**src/design/tsl_pkg.sv**
```systemverilog
// ----------------------------------------------------------------------------
// tsl_pkg
// Shared types, codes and constants of the timestamped record store.
// ----------------------------------------------------------------------------
package tsl_pkg;

    localparam int NVAL = 5;
    localparam int SPW  = 4;

    localparam logic [SPW-1:0] SPAN_RESET = 4'd6;

    localparam logic [1:0] MODE_APPEND  = 2'd0;
    localparam logic [1:0] MODE_NEAREST = 2'd1;
    localparam logic [1:0] MODE_INTERP  = 2'd2;

    localparam logic [1:0] ST_OK    = 2'd0;
    localparam logic [1:0] ST_FULL  = 2'd1;
    localparam logic [1:0] ST_ORDER = 2'd2;
    localparam logic [1:0] ST_EMPTY = 2'd3;

    localparam logic [62:0] W_ONE = 63'h0000_0001_0000_0000;
    localparam logic [62:0] W_CAP = 63'h4000_0000_0000_0000;

    localparam int DIV_STEP   = 4;
    localparam int DIV_CYCLES = 64 / DIV_STEP;
    localparam int DIV_CW     = $clog2(DIV_CYCLES);

    typedef struct packed {
        logic [1:0]         mode;
        logic [31:0]        time_stamp;
        logic signed [31:0] value_0;
        logic signed [31:0] value_1;
        logic signed [31:0] value_2;
        logic signed [31:0] value_3;
        logic signed [31:0] value_4;
    } t_item;

    typedef struct packed {
        logic [1:0]         status;
        logic signed [31:0] out_value_0;
        logic signed [31:0] out_value_1;
        logic signed [31:0] out_value_2;
        logic signed [31:0] out_value_3;
        logic signed [31:0] out_value_4;
    } t_result;

    typedef enum logic [4:0] {
        CMD_NOP,
        CMD_LOAD,
        CMD_DECIDE,
        CMD_SRCH_RD,
        CMD_SRCH_UPD,
        CMD_RD_LO,
        CMD_RD_HI,
        CMD_NR_SEL,
        CMD_NR_LOAD,
        CMD_WIN,
        CMD_CLAMP_LO,
        CMD_CLAMP_HI,
        CMD_A_RD,
        CMD_A_CAP,
        CMD_B_RD,
        CMD_DIV_GO,
        CMD_WMUL_GO,
        CMD_W_UPD,
        CMD_B_NEXT,
        CMD_TMUL_GO,
        CMD_T_ACC,
        CMD_A_NEXT,
        CMD_DONE
    } t_cmd;

    typedef enum logic [4:0] {
        S_IDLE,
        S_DECIDE,
        S_SRCH,
        S_SRCH_CMP,
        S_NR_LO,
        S_NR_HI,
        S_NR_SEL,
        S_NR_LOAD,
        S_WIN,
        S_CLAMP_LO,
        S_CLAMP_HI,
        S_A_RD,
        S_A_CAP,
        S_B_RD,
        S_B_DIV,
        S_B_DWAIT,
        S_B_MWAIT,
        S_B_NXT,
        S_T_MUL,
        S_T_WAIT,
        S_A_NXT,
        S_DONE
    } t_state;

    typedef struct packed {
        logic [1:0] mode;
        logic       empty;
        logic       srch_more;
        logic       b_eq_a;
        logic       b_last;
        logic       a_last;
        logic       k_last;
        logic       den_zero;
        logic       div_done;
        logic       mul_done;
    } t_dp_stat;

endpackage

```
**src/design/tsl_ctrl.sv**
```systemverilog
// ----------------------------------------------------------------------------
// tsl_ctrl
// Controller: sequences append, search, nearest pick and interpolation.
// ----------------------------------------------------------------------------
module tsl_ctrl (
    input  logic              i_clk,
    input  logic              i_rst_n,
    input  logic              i_start,
    input  tsl_pkg::t_dp_stat i_stat,
    output tsl_pkg::t_cmd     o_cmd,
    output logic              o_busy
);

    tsl_pkg::t_state r_state;
    tsl_pkg::t_state n_state;
    logic            is_query;

    assign is_query = (i_stat.mode == tsl_pkg::MODE_NEAREST)
                   || (i_stat.mode == tsl_pkg::MODE_INTERP);

    always_ff @(posedge i_clk) begin
        if (!i_rst_n) begin
            r_state <= tsl_pkg::S_IDLE;
        end else begin
            r_state <= n_state;
        end
    end

    always_comb begin
        n_state = r_state;
        o_cmd   = tsl_pkg::CMD_NOP;
        unique case (r_state)
            tsl_pkg::S_IDLE: begin
                if (i_start) begin
                    o_cmd   = tsl_pkg::CMD_LOAD;
                    n_state = tsl_pkg::S_DECIDE;
                end
            end
            tsl_pkg::S_DECIDE: begin
                o_cmd   = tsl_pkg::CMD_DECIDE;
                n_state = (is_query && !i_stat.empty) ? tsl_pkg::S_SRCH : tsl_pkg::S_DONE;
            end
            tsl_pkg::S_SRCH: begin
                if (i_stat.srch_more) begin
                    o_cmd   = tsl_pkg::CMD_SRCH_RD;
                    n_state = tsl_pkg::S_SRCH_CMP;
                end else if (i_stat.mode == tsl_pkg::MODE_NEAREST) begin
                    n_state = tsl_pkg::S_NR_LO;
                end else begin
                    n_state = tsl_pkg::S_WIN;
                end
            end
            tsl_pkg::S_SRCH_CMP: begin
                o_cmd   = tsl_pkg::CMD_SRCH_UPD;
                n_state = tsl_pkg::S_SRCH;
            end
            tsl_pkg::S_NR_LO: begin
                o_cmd   = tsl_pkg::CMD_RD_LO;
                n_state = tsl_pkg::S_NR_HI;
            end
            tsl_pkg::S_NR_HI: begin
                o_cmd   = tsl_pkg::CMD_RD_HI;
                n_state = tsl_pkg::S_NR_SEL;
            end
            tsl_pkg::S_NR_SEL: begin
                o_cmd   = tsl_pkg::CMD_NR_SEL;
                n_state = tsl_pkg::S_NR_LOAD;
            end
            tsl_pkg::S_NR_LOAD: begin
                o_cmd   = tsl_pkg::CMD_NR_LOAD;
                n_state = tsl_pkg::S_DONE;
            end
            tsl_pkg::S_WIN: begin
                o_cmd   = tsl_pkg::CMD_WIN;
                n_state = tsl_pkg::S_CLAMP_LO;
            end
            tsl_pkg::S_CLAMP_LO: begin
                o_cmd   = tsl_pkg::CMD_CLAMP_LO;
                n_state = tsl_pkg::S_CLAMP_HI;
            end
            tsl_pkg::S_CLAMP_HI: begin
                o_cmd   = tsl_pkg::CMD_CLAMP_HI;
                n_state = tsl_pkg::S_A_RD;
            end
            tsl_pkg::S_A_RD: begin
                o_cmd   = tsl_pkg::CMD_A_RD;
                n_state = tsl_pkg::S_A_CAP;
            end
            tsl_pkg::S_A_CAP: begin
                o_cmd   = tsl_pkg::CMD_A_CAP;
                n_state = tsl_pkg::S_B_RD;
            end
            tsl_pkg::S_B_RD: begin
                if (i_stat.b_eq_a) begin
                    o_cmd   = tsl_pkg::CMD_B_NEXT;
                    n_state = i_stat.b_last ? tsl_pkg::S_T_MUL : tsl_pkg::S_B_RD;
                end else begin
                    o_cmd   = tsl_pkg::CMD_B_RD;
                    n_state = tsl_pkg::S_B_DIV;
                end
            end
            tsl_pkg::S_B_DIV: begin
                o_cmd   = tsl_pkg::CMD_DIV_GO;
                n_state = i_stat.den_zero ? tsl_pkg::S_B_NXT : tsl_pkg::S_B_DWAIT;
            end
            tsl_pkg::S_B_DWAIT: begin
                if (i_stat.div_done) begin
                    o_cmd   = tsl_pkg::CMD_WMUL_GO;
                    n_state = tsl_pkg::S_B_MWAIT;
                end
            end
            tsl_pkg::S_B_MWAIT: begin
                if (i_stat.mul_done) begin
                    o_cmd   = tsl_pkg::CMD_W_UPD;
                    n_state = tsl_pkg::S_B_NXT;
                end
            end
            tsl_pkg::S_B_NXT: begin
                o_cmd   = tsl_pkg::CMD_B_NEXT;
                n_state = i_stat.b_last ? tsl_pkg::S_T_MUL : tsl_pkg::S_B_RD;
            end
            tsl_pkg::S_T_MUL: begin
                o_cmd   = tsl_pkg::CMD_TMUL_GO;
                n_state = tsl_pkg::S_T_WAIT;
            end
            tsl_pkg::S_T_WAIT: begin
                if (i_stat.mul_done) begin
                    o_cmd   = tsl_pkg::CMD_T_ACC;
                    n_state = i_stat.k_last ? tsl_pkg::S_A_NXT : tsl_pkg::S_T_MUL;
                end
            end
            tsl_pkg::S_A_NXT: begin
                o_cmd   = tsl_pkg::CMD_A_NEXT;
                n_state = i_stat.a_last ? tsl_pkg::S_DONE : tsl_pkg::S_A_RD;
            end
            tsl_pkg::S_DONE: begin
                o_cmd   = tsl_pkg::CMD_DONE;
                n_state = tsl_pkg::S_IDLE;
            end
            default: begin
                n_state = tsl_pkg::S_IDLE;
            end
        endcase
    end

    assign o_busy = (r_state != tsl_pkg::S_IDLE);

endmodule

```
**config.mk**
```make
export PLATFORM = sky130hd
export DESIGN_NAME = tsl_ctrl
export DESIGN_NICKNAME = d
export VERILOG_FILES = /design/src/design/tsl_pkg.sv /design/src/design/tsl_ctrl.sv
export SDC_FILE = /design/constraint.sdc
export NUM_CORES = 1
export LEC_CHECK = 0
export BUFFER_PORTS_ARGS = -buffer_cell sky130_fd_sc_hd__clkbuf_2
export CAP_MARGIN = 5
export CORE_UTILIZATION = 57
export CTS_CLUSTER_DIAMETER = 120
export DETAILED_ROUTE_END_ITERATION = 10
export PLACE_DENSITY = 0.84
export SYNTH_ARGS = -nofsm -noshare
export SYNTH_HDL_FRONTEND = slang
export SYNTH_SLANG_ARGS = --single-unit
export TNS_END_PERCENT = 30
```
**constraint.sdc**
```tcl
create_clock -name i_clk -period 4.11 [get_ports i_clk]
set_input_delay 0.822 -clock i_clk [delete_from_list [all_inputs] [get_ports i_clk]]
set_output_delay 0.822 -clock i_clk [all_outputs]
set_load 0.01 [all_outputs]
```
==> results of run 1 <==
[worst max-delay path by stage]
stage / slack [ps] / cells past startpoint / endpoint
2_1_floorplan: 1670 / 4 / o_cmd[0]
3_3_place_gp: 1430 / 6 / o_cmd[0]
3_5_place_dp: 1410 / 6 / o_cmd[0]
4_1_cts: 1270 / 5 / o_cmd[0]
5_1_grt: 1060 / 5 / o_cmd[0]
6_report: 1240 / 5 / o_cmd[0]
[worst max-delay path, stage by stage (launching register included)]
cell      delay (ps)
dfxtp_1          790
and2b_1          300
a21oi_1          170
nor4_1            70
a311o_1          360
clkbuf_2         130
[report_power, final]
group | internal, mW | switching (mW)
logic | 0.173 | 0.192
clock network | 0.0365 | 0.0178
registers | 0.0654 | 0.0862
[logic make-up after synthesis]
logic type	share of synthesized area (%)
AND/OR/NAND/NOR	33.52
AO/OA/AOI/OAI	39.69
buffers and inverters	9.455
flip-flops	11.46
XOR/XNOR	2.006
multiplexers	2.435
adder cells (fa/ha/maj)	1.432
[per-layer routing]
metal / GRT usage, % / vias to the layer above
met5: 0 / -
met3: 5.978 / 2
li1: - / 520
met2: 49.22 / 48
met1: 42.95 / 448
met4: 1.613 / 0
[cells in the mapped netlist (2+ instances only)]
library cell	count
o211ai_1	3
a22oi_1	2
buf_2	9
nand4_1	2
nor4_1	2
a211o_1	2
or3_1	2
o22ai_1	3
o31a_1	2
a21oi_1	9
nor2_1	12
a211oi_1	4
nor2b_1	6
xnor2_1	2
o21ai_1	3
nand2_1	10
o21ai_0	10
dfxtp_1	5
nand2b_1	4
inv_1	3
o21a_1	2
buf_4	3
nand3_1	3
nor3_1	6
[layout make-up]
cell class / instances / area share [%]
inverter: 3 / 1.186
clock buffer: 4 / 2.767
multi-input combinational: 110 / 72.73
sequential: 5 / 10.54
tap: 15 / 1.976
timing repair buffer: 20 / 10.80
==> results.ini, run 1 <==
[layout]
layout_commonest_cell=clkbuf_2
drive_gt1_share_pct=19.01
area_delta_synth_final_pct=8.739
design_area_um2=949.7
top_regs=r_state (5)
fin_nets=158
num_antenna_cells=0
n_fill_cell=125
multi_input_area_um2=690.7
layout_common_cells=clkbuf_2, nor2_1, o21ai_0, nand2_1, a21oi_1
top_register=r_state
largest_reg_flops=5
finish.utilization_pct=69.51
register_area_um2=100.1
fin_cells=157

[clock_tree]
cts_tree=built
clkTransAtPathRegs_ps=40
hold_buffers=0
cts_buffers=3
clock_sinks=5
cts-resized-gates=0
cts_setup_buffers=0
h-tree-depth=1
clock_path_buffers=2
cts-root-buf=clkbuf_4
clk_latency_ps=240

[routing]
drc_errors=0
routed_via_density=6.484
wl_met1_mm=1.018
wl_met2_mm=1.045
wire_per_inst_um=14.23
ant_nets=0
routed-via-count=1018
highest-signal-layer=met4
wl_met3_um=160
routed_wl_mm=2.234
drt_iter0_drc=47
first_pass_iters=4

[floorplanning]
core_area_um2=1366
ioPinCount=20
row_count=13
start_util_pct=63.92
die_h_um=41.14
die_w_um=41.14
die_area_um2=1693

[place]
place_area_um2=923.4
hpwlAfterDp_mm=1.558
dp_cells=153
numPortBuffers=19
place_congestion=0.8688
place_ws_ps=1412

[sta]
tns_ps=0
finalCritPeriodShare_pct=69.73
clock_skew_ps=3.156
rsz0062_at_grt=no
timing_hold_violations_final=0
worstMarginPinSlew_ps=1047
finalSetupViolations=0
max_freq_mhz=349.0
max_slew_margin_pct=30.11
min_period_ps=2866
whs_ps=856.4
slew_violations=0
fin_ws_ps=1244

[critical_path]
worstSetupEndpointType=primary output
startpoint=r_state[4]
crit_required_ps=3290
r2r_start=r_state[1]
path_class=register to primary output
critPathMaxFanout=26
rr_endpoint=r_state[1]
r2r_cells=5
r2r_slack_ps=1930
cp.arrival_ps=2040
critPathLaunchType=register

[synthesis]
synth_edf_count=0
synth_area_per_cell_um2=6.667
yosys.area.top_type=dfxtp_1
yosysSeqAreaShare_pct=11.46
syn_area_um2=873.3
ys_top_cells_by_area=dfxtp_1, o21ai_0, a21oi_1
yosysTopAreaCellShare_pct=11.46
synth_cell_types=46
yosysWarnings=0
ys_ff_latch=5
syn-num-nets=146
synth_cells=131
ys.flop_type=dfxtp_1
async_reset_ff_share_pct=0

[global_routing]
grt.total_usage_pct=30.33
antenna_found_initial=0
grt_max_degree=35
grt_pass1_vias=814
grt_pass1_wl_mm=3.484
overflow=0

[run_status]
outcome=complete, no violations

[power_and_ir_drop]
p_total_mw=0.5707
cellLeakagePower_nw=0.4022
p_per_area_nw_per_um2=601.0
peakVddDrop_uv=536.5

[job]
cap_violations=0

[worst_hold_path]
min_path_type=register to register
hold-path-cell-count=3
holdPathEnd=r_state[3]
hold_start=r_state[2]

No activity file was read; power rests on OpenSTA's default activity.
==> run 2: changes to the inputs <==
--- a/config.mk
+++ b/config.mk
@@ -7,10 +7,10 @@
 export LEC_CHECK = 0
 export BUFFER_PORTS_ARGS = -buffer_cell sky130_fd_sc_hd__clkbuf_2
 export CAP_MARGIN = 5
-export CORE_UTILIZATION = 57
+export CORE_UTILIZATION = 53
 export CTS_CLUSTER_DIAMETER = 120
 export DETAILED_ROUTE_END_ITERATION = 10
-export PLACE_DENSITY = 0.84
+export PLACE_DENSITY = 0.79
 export SYNTH_ARGS = -nofsm -noshare
 export SYNTH_HDL_FRONTEND = slang
 export SYNTH_SLANG_ARGS = --single-unit
==> constraint.sdc (replaced) <==
create_clock -name i_clk -period 2.9 [get_ports i_clk]
set_input_delay 0.58 -clock i_clk [delete_from_list [all_inputs] [get_ports i_clk]]
set_output_delay 0.58 -clock i_clk [all_outputs]
set_load 0.01 [all_outputs]
==> run 2 against run 1 <==
  * Core utilization decreased by 5.6 points
  * Routed wire length increased by 10%
  * Global-route usage decreased by 2.2 points
  * Count of clock-buffer cells in the layout unchanged
  * Setup slack got worse by 890 ps
  * Die area increased by 7.2%
  * Register-to-register slack got worse by 1000 ps
  * Clock power increased by 46%
  * Via count increased by 6.5%
  * Critical path type unchanged
  * Combinational power increased by 49%
==> results.ini, run 2 (synthesis results as in run 1) <==
[clock_tree]
clock_path_buffers=2  ; unchanged
cts_buffers=3  ; unchanged
cts_tree=built
clk_latency_ps=240  ; about the same
cts-root-buf=clkbuf_4
clkTransAtPathRegs_ps=50  ; about the same
hold_buffers=0  ; unchanged
h-tree-depth=1  ; unchanged
cts-resized-gates=0  ; unchanged
clock_sinks=5  ; unchanged
cts_setup_buffers=0  ; unchanged

[routing]
routed_wl_mm=2.461  ; +10%
drc_errors=0  ; unchanged
first_pass_iters=4  ; unchanged
wire_per_inst_um=15.29  ; +7.4%
ant_nets=0  ; unchanged
drt_iter0_drc=46  ; -2.1%
routed_via_density=6.733  ; +3.8%
routed-via-count=1084  ; +6.5%

[critical_path]
path_class=register to primary output
worstSetupEndpointType=primary output
critPathLaunchType=register
path_buf_inv=1  ; unchanged
cp.arrival_ps=1970  ; -70 ps
critPathMaxFanout=22  ; -15%
max_stage_delay_ps=770  ; -20 ps
path_cells=nor2b_1 -> a21oi_1 -> nor4_1 -> a311o_1 -> clkbuf_2
critPathSlowestCell=dfxtp_1
crit_required_ps=2320  ; -970 ps
cpLargestDelayFamily=flip-flops

[floorplanning]
start_util_pct=57.31  ; -6.6 points
die_h_um=42.60  ; +3.5%
row_count=14  ; +1
die_w_um=42.60  ; +3.5%
core_area_um2=1524  ; +12%
die_area_um2=1814  ; +7.2%
ioPinCount=20  ; unchanged

[layout]
n_fill_cell=145  ; +16%
num_antenna_cells=0  ; unchanged
fin_nets=161  ; +1.9%
layout_common_cells=clkbuf_2, nor2_1, o21ai_0, nand2_1, a21oi_1
top_regs=r_state (5)
layout_commonest_cell=clkbuf_2
top_register=r_state
area_delta_synth_final_pct=11.46
largest_reg_flops=5  ; unchanged
drive_gt1_share_pct=20.69  ; +1.7 points

[global_routing]
grt_pass1_wl_mm=4.015  ; +15%
grt.total_usage_pct=28.12  ; -2.2 points
antenna_found_initial=0  ; unchanged
grt_max_degree=28  ; -20%
grt_pass1_vias=942  ; +16%
overflow=0  ; unchanged

[power_and_ir_drop]
pwr-share-comb_pct=64.6  ; +0.7 points
switching_share_pct=51.71  ; -0.13 points
cellLeakagePower_nw=0.4180  ; +3.9%
peakVddDrop_uv=535.2  ; -0.25%
power_switching_mw=0.4359  ; +47%
p_per_area_nw_per_um2=865.9  ; +44%
internal_power_mw=0.4070  ; +48%
seqPwrFrac_pct=26.0  ; -0.6 points
clkPwrFrac_pct=9.4  ; about the same

[worst_hold_path]
min_path_type=input port to register

[sta]
clock_skew_ps=5.272  ; +2.116 ps
tns_ps=0  ; unchanged
finalSetupViolations=0  ; unchanged
max_freq_mhz=392.5
finalCritPeriodShare_pct=87.85
rsz0062_at_grt=no
max_slew_margin_pct=43.48  ; +13 points
timing_hold_violations_final=0  ; unchanged
min_period_ps=2548
worstMarginPinSlew_ps=846.6  ; -200.4 ps
fin_ws_ps=352.3  ; -892.0 ps
slew_violations=0  ; unchanged

[place]
place_ws_ps=664.5  ; -747.5 ps
hpwlAfterDp_mm=1.794  ; +15%
numPortBuffers=19  ; unchanged
place_congestion=0.8922  ; +2.7%

[run_status]
outcome=complete, no violations

[job]
cap_violations=0  ; unchanged

## run 2: cell count changes in the layout (fill, tap and decap cells not counted), sizes merged
cell,delta
buf,+3
## run 2: power groups by stage
stage                     clock [mW]  combinational [mW]  sequential [mW]
after floorplan                    0               0.507            0.108
after global placement             0               0.522            0.210
after detailed placement           0               0.534            0.214
after CTS                     0.0824               0.538            0.213
after global routing          0.0901               0.593            0.228
final                         0.0793               0.545            0.219
## run 2: worst paths after layout
kind | startpoint | end | slack [ps] | cells after the start
max | r_state[3] | o_cmd[0] | 350 | 5
min | i_rst_n | r_state[3] | 620 | 2
max reg2reg | r_state[2] | r_state[1] | 910 | 6
min reg2reg | r_state[1] | r_state[0] | 960 | 2
## run 2: metal layers
layer  vias up  part of all wire [%]  GRT usage, %
met2        58                    48         49.23
met3         6                   8.0         2.155
met5         -                     0             0
met4         0                   2.4         10.00
li1        524                     -             -
met1       496                    42         35.68
## run 2: metrics by stage
stage / power, mW / hold WS, ps / utilization, % / instances / instance area, um2
2_1_floorplan: 0.6152 / 694.6 / - / 131 / 873.3
3_3_place_gp: 0.7323 / 854.2 / 62.15 / 157 / 947.2
3_5_place_dp: 0.7476 / 864.7 / 62.15 / 157 / 947.2
4_1_cts: 0.8340 / 614.3 / 63.88 / 161 / 973.4
5_1_grt: 0.9107 / 618.0 / 63.88 / 161 / 973.4
6_report: 0.8429 / 623.0 / 63.88 / 161 / 973.4
## run 2: cell type report
| class | count | area (um2) | area share, % |
|---|---|---|---|
| Sequential cell | 5 | 100.1 | 10.28 |
| Timing Repair Buffer | 23 | 125.1 | 12.85 |
| Inverter | 3 | 11.26 | 1.157 |
| Multi-Input combinational cell | 110 | 690.7 | 70.95 |
| Tap cell | 16 | 20.02 | 2.057 |
| Clock buffer | 4 | 26.28 | 2.699 |
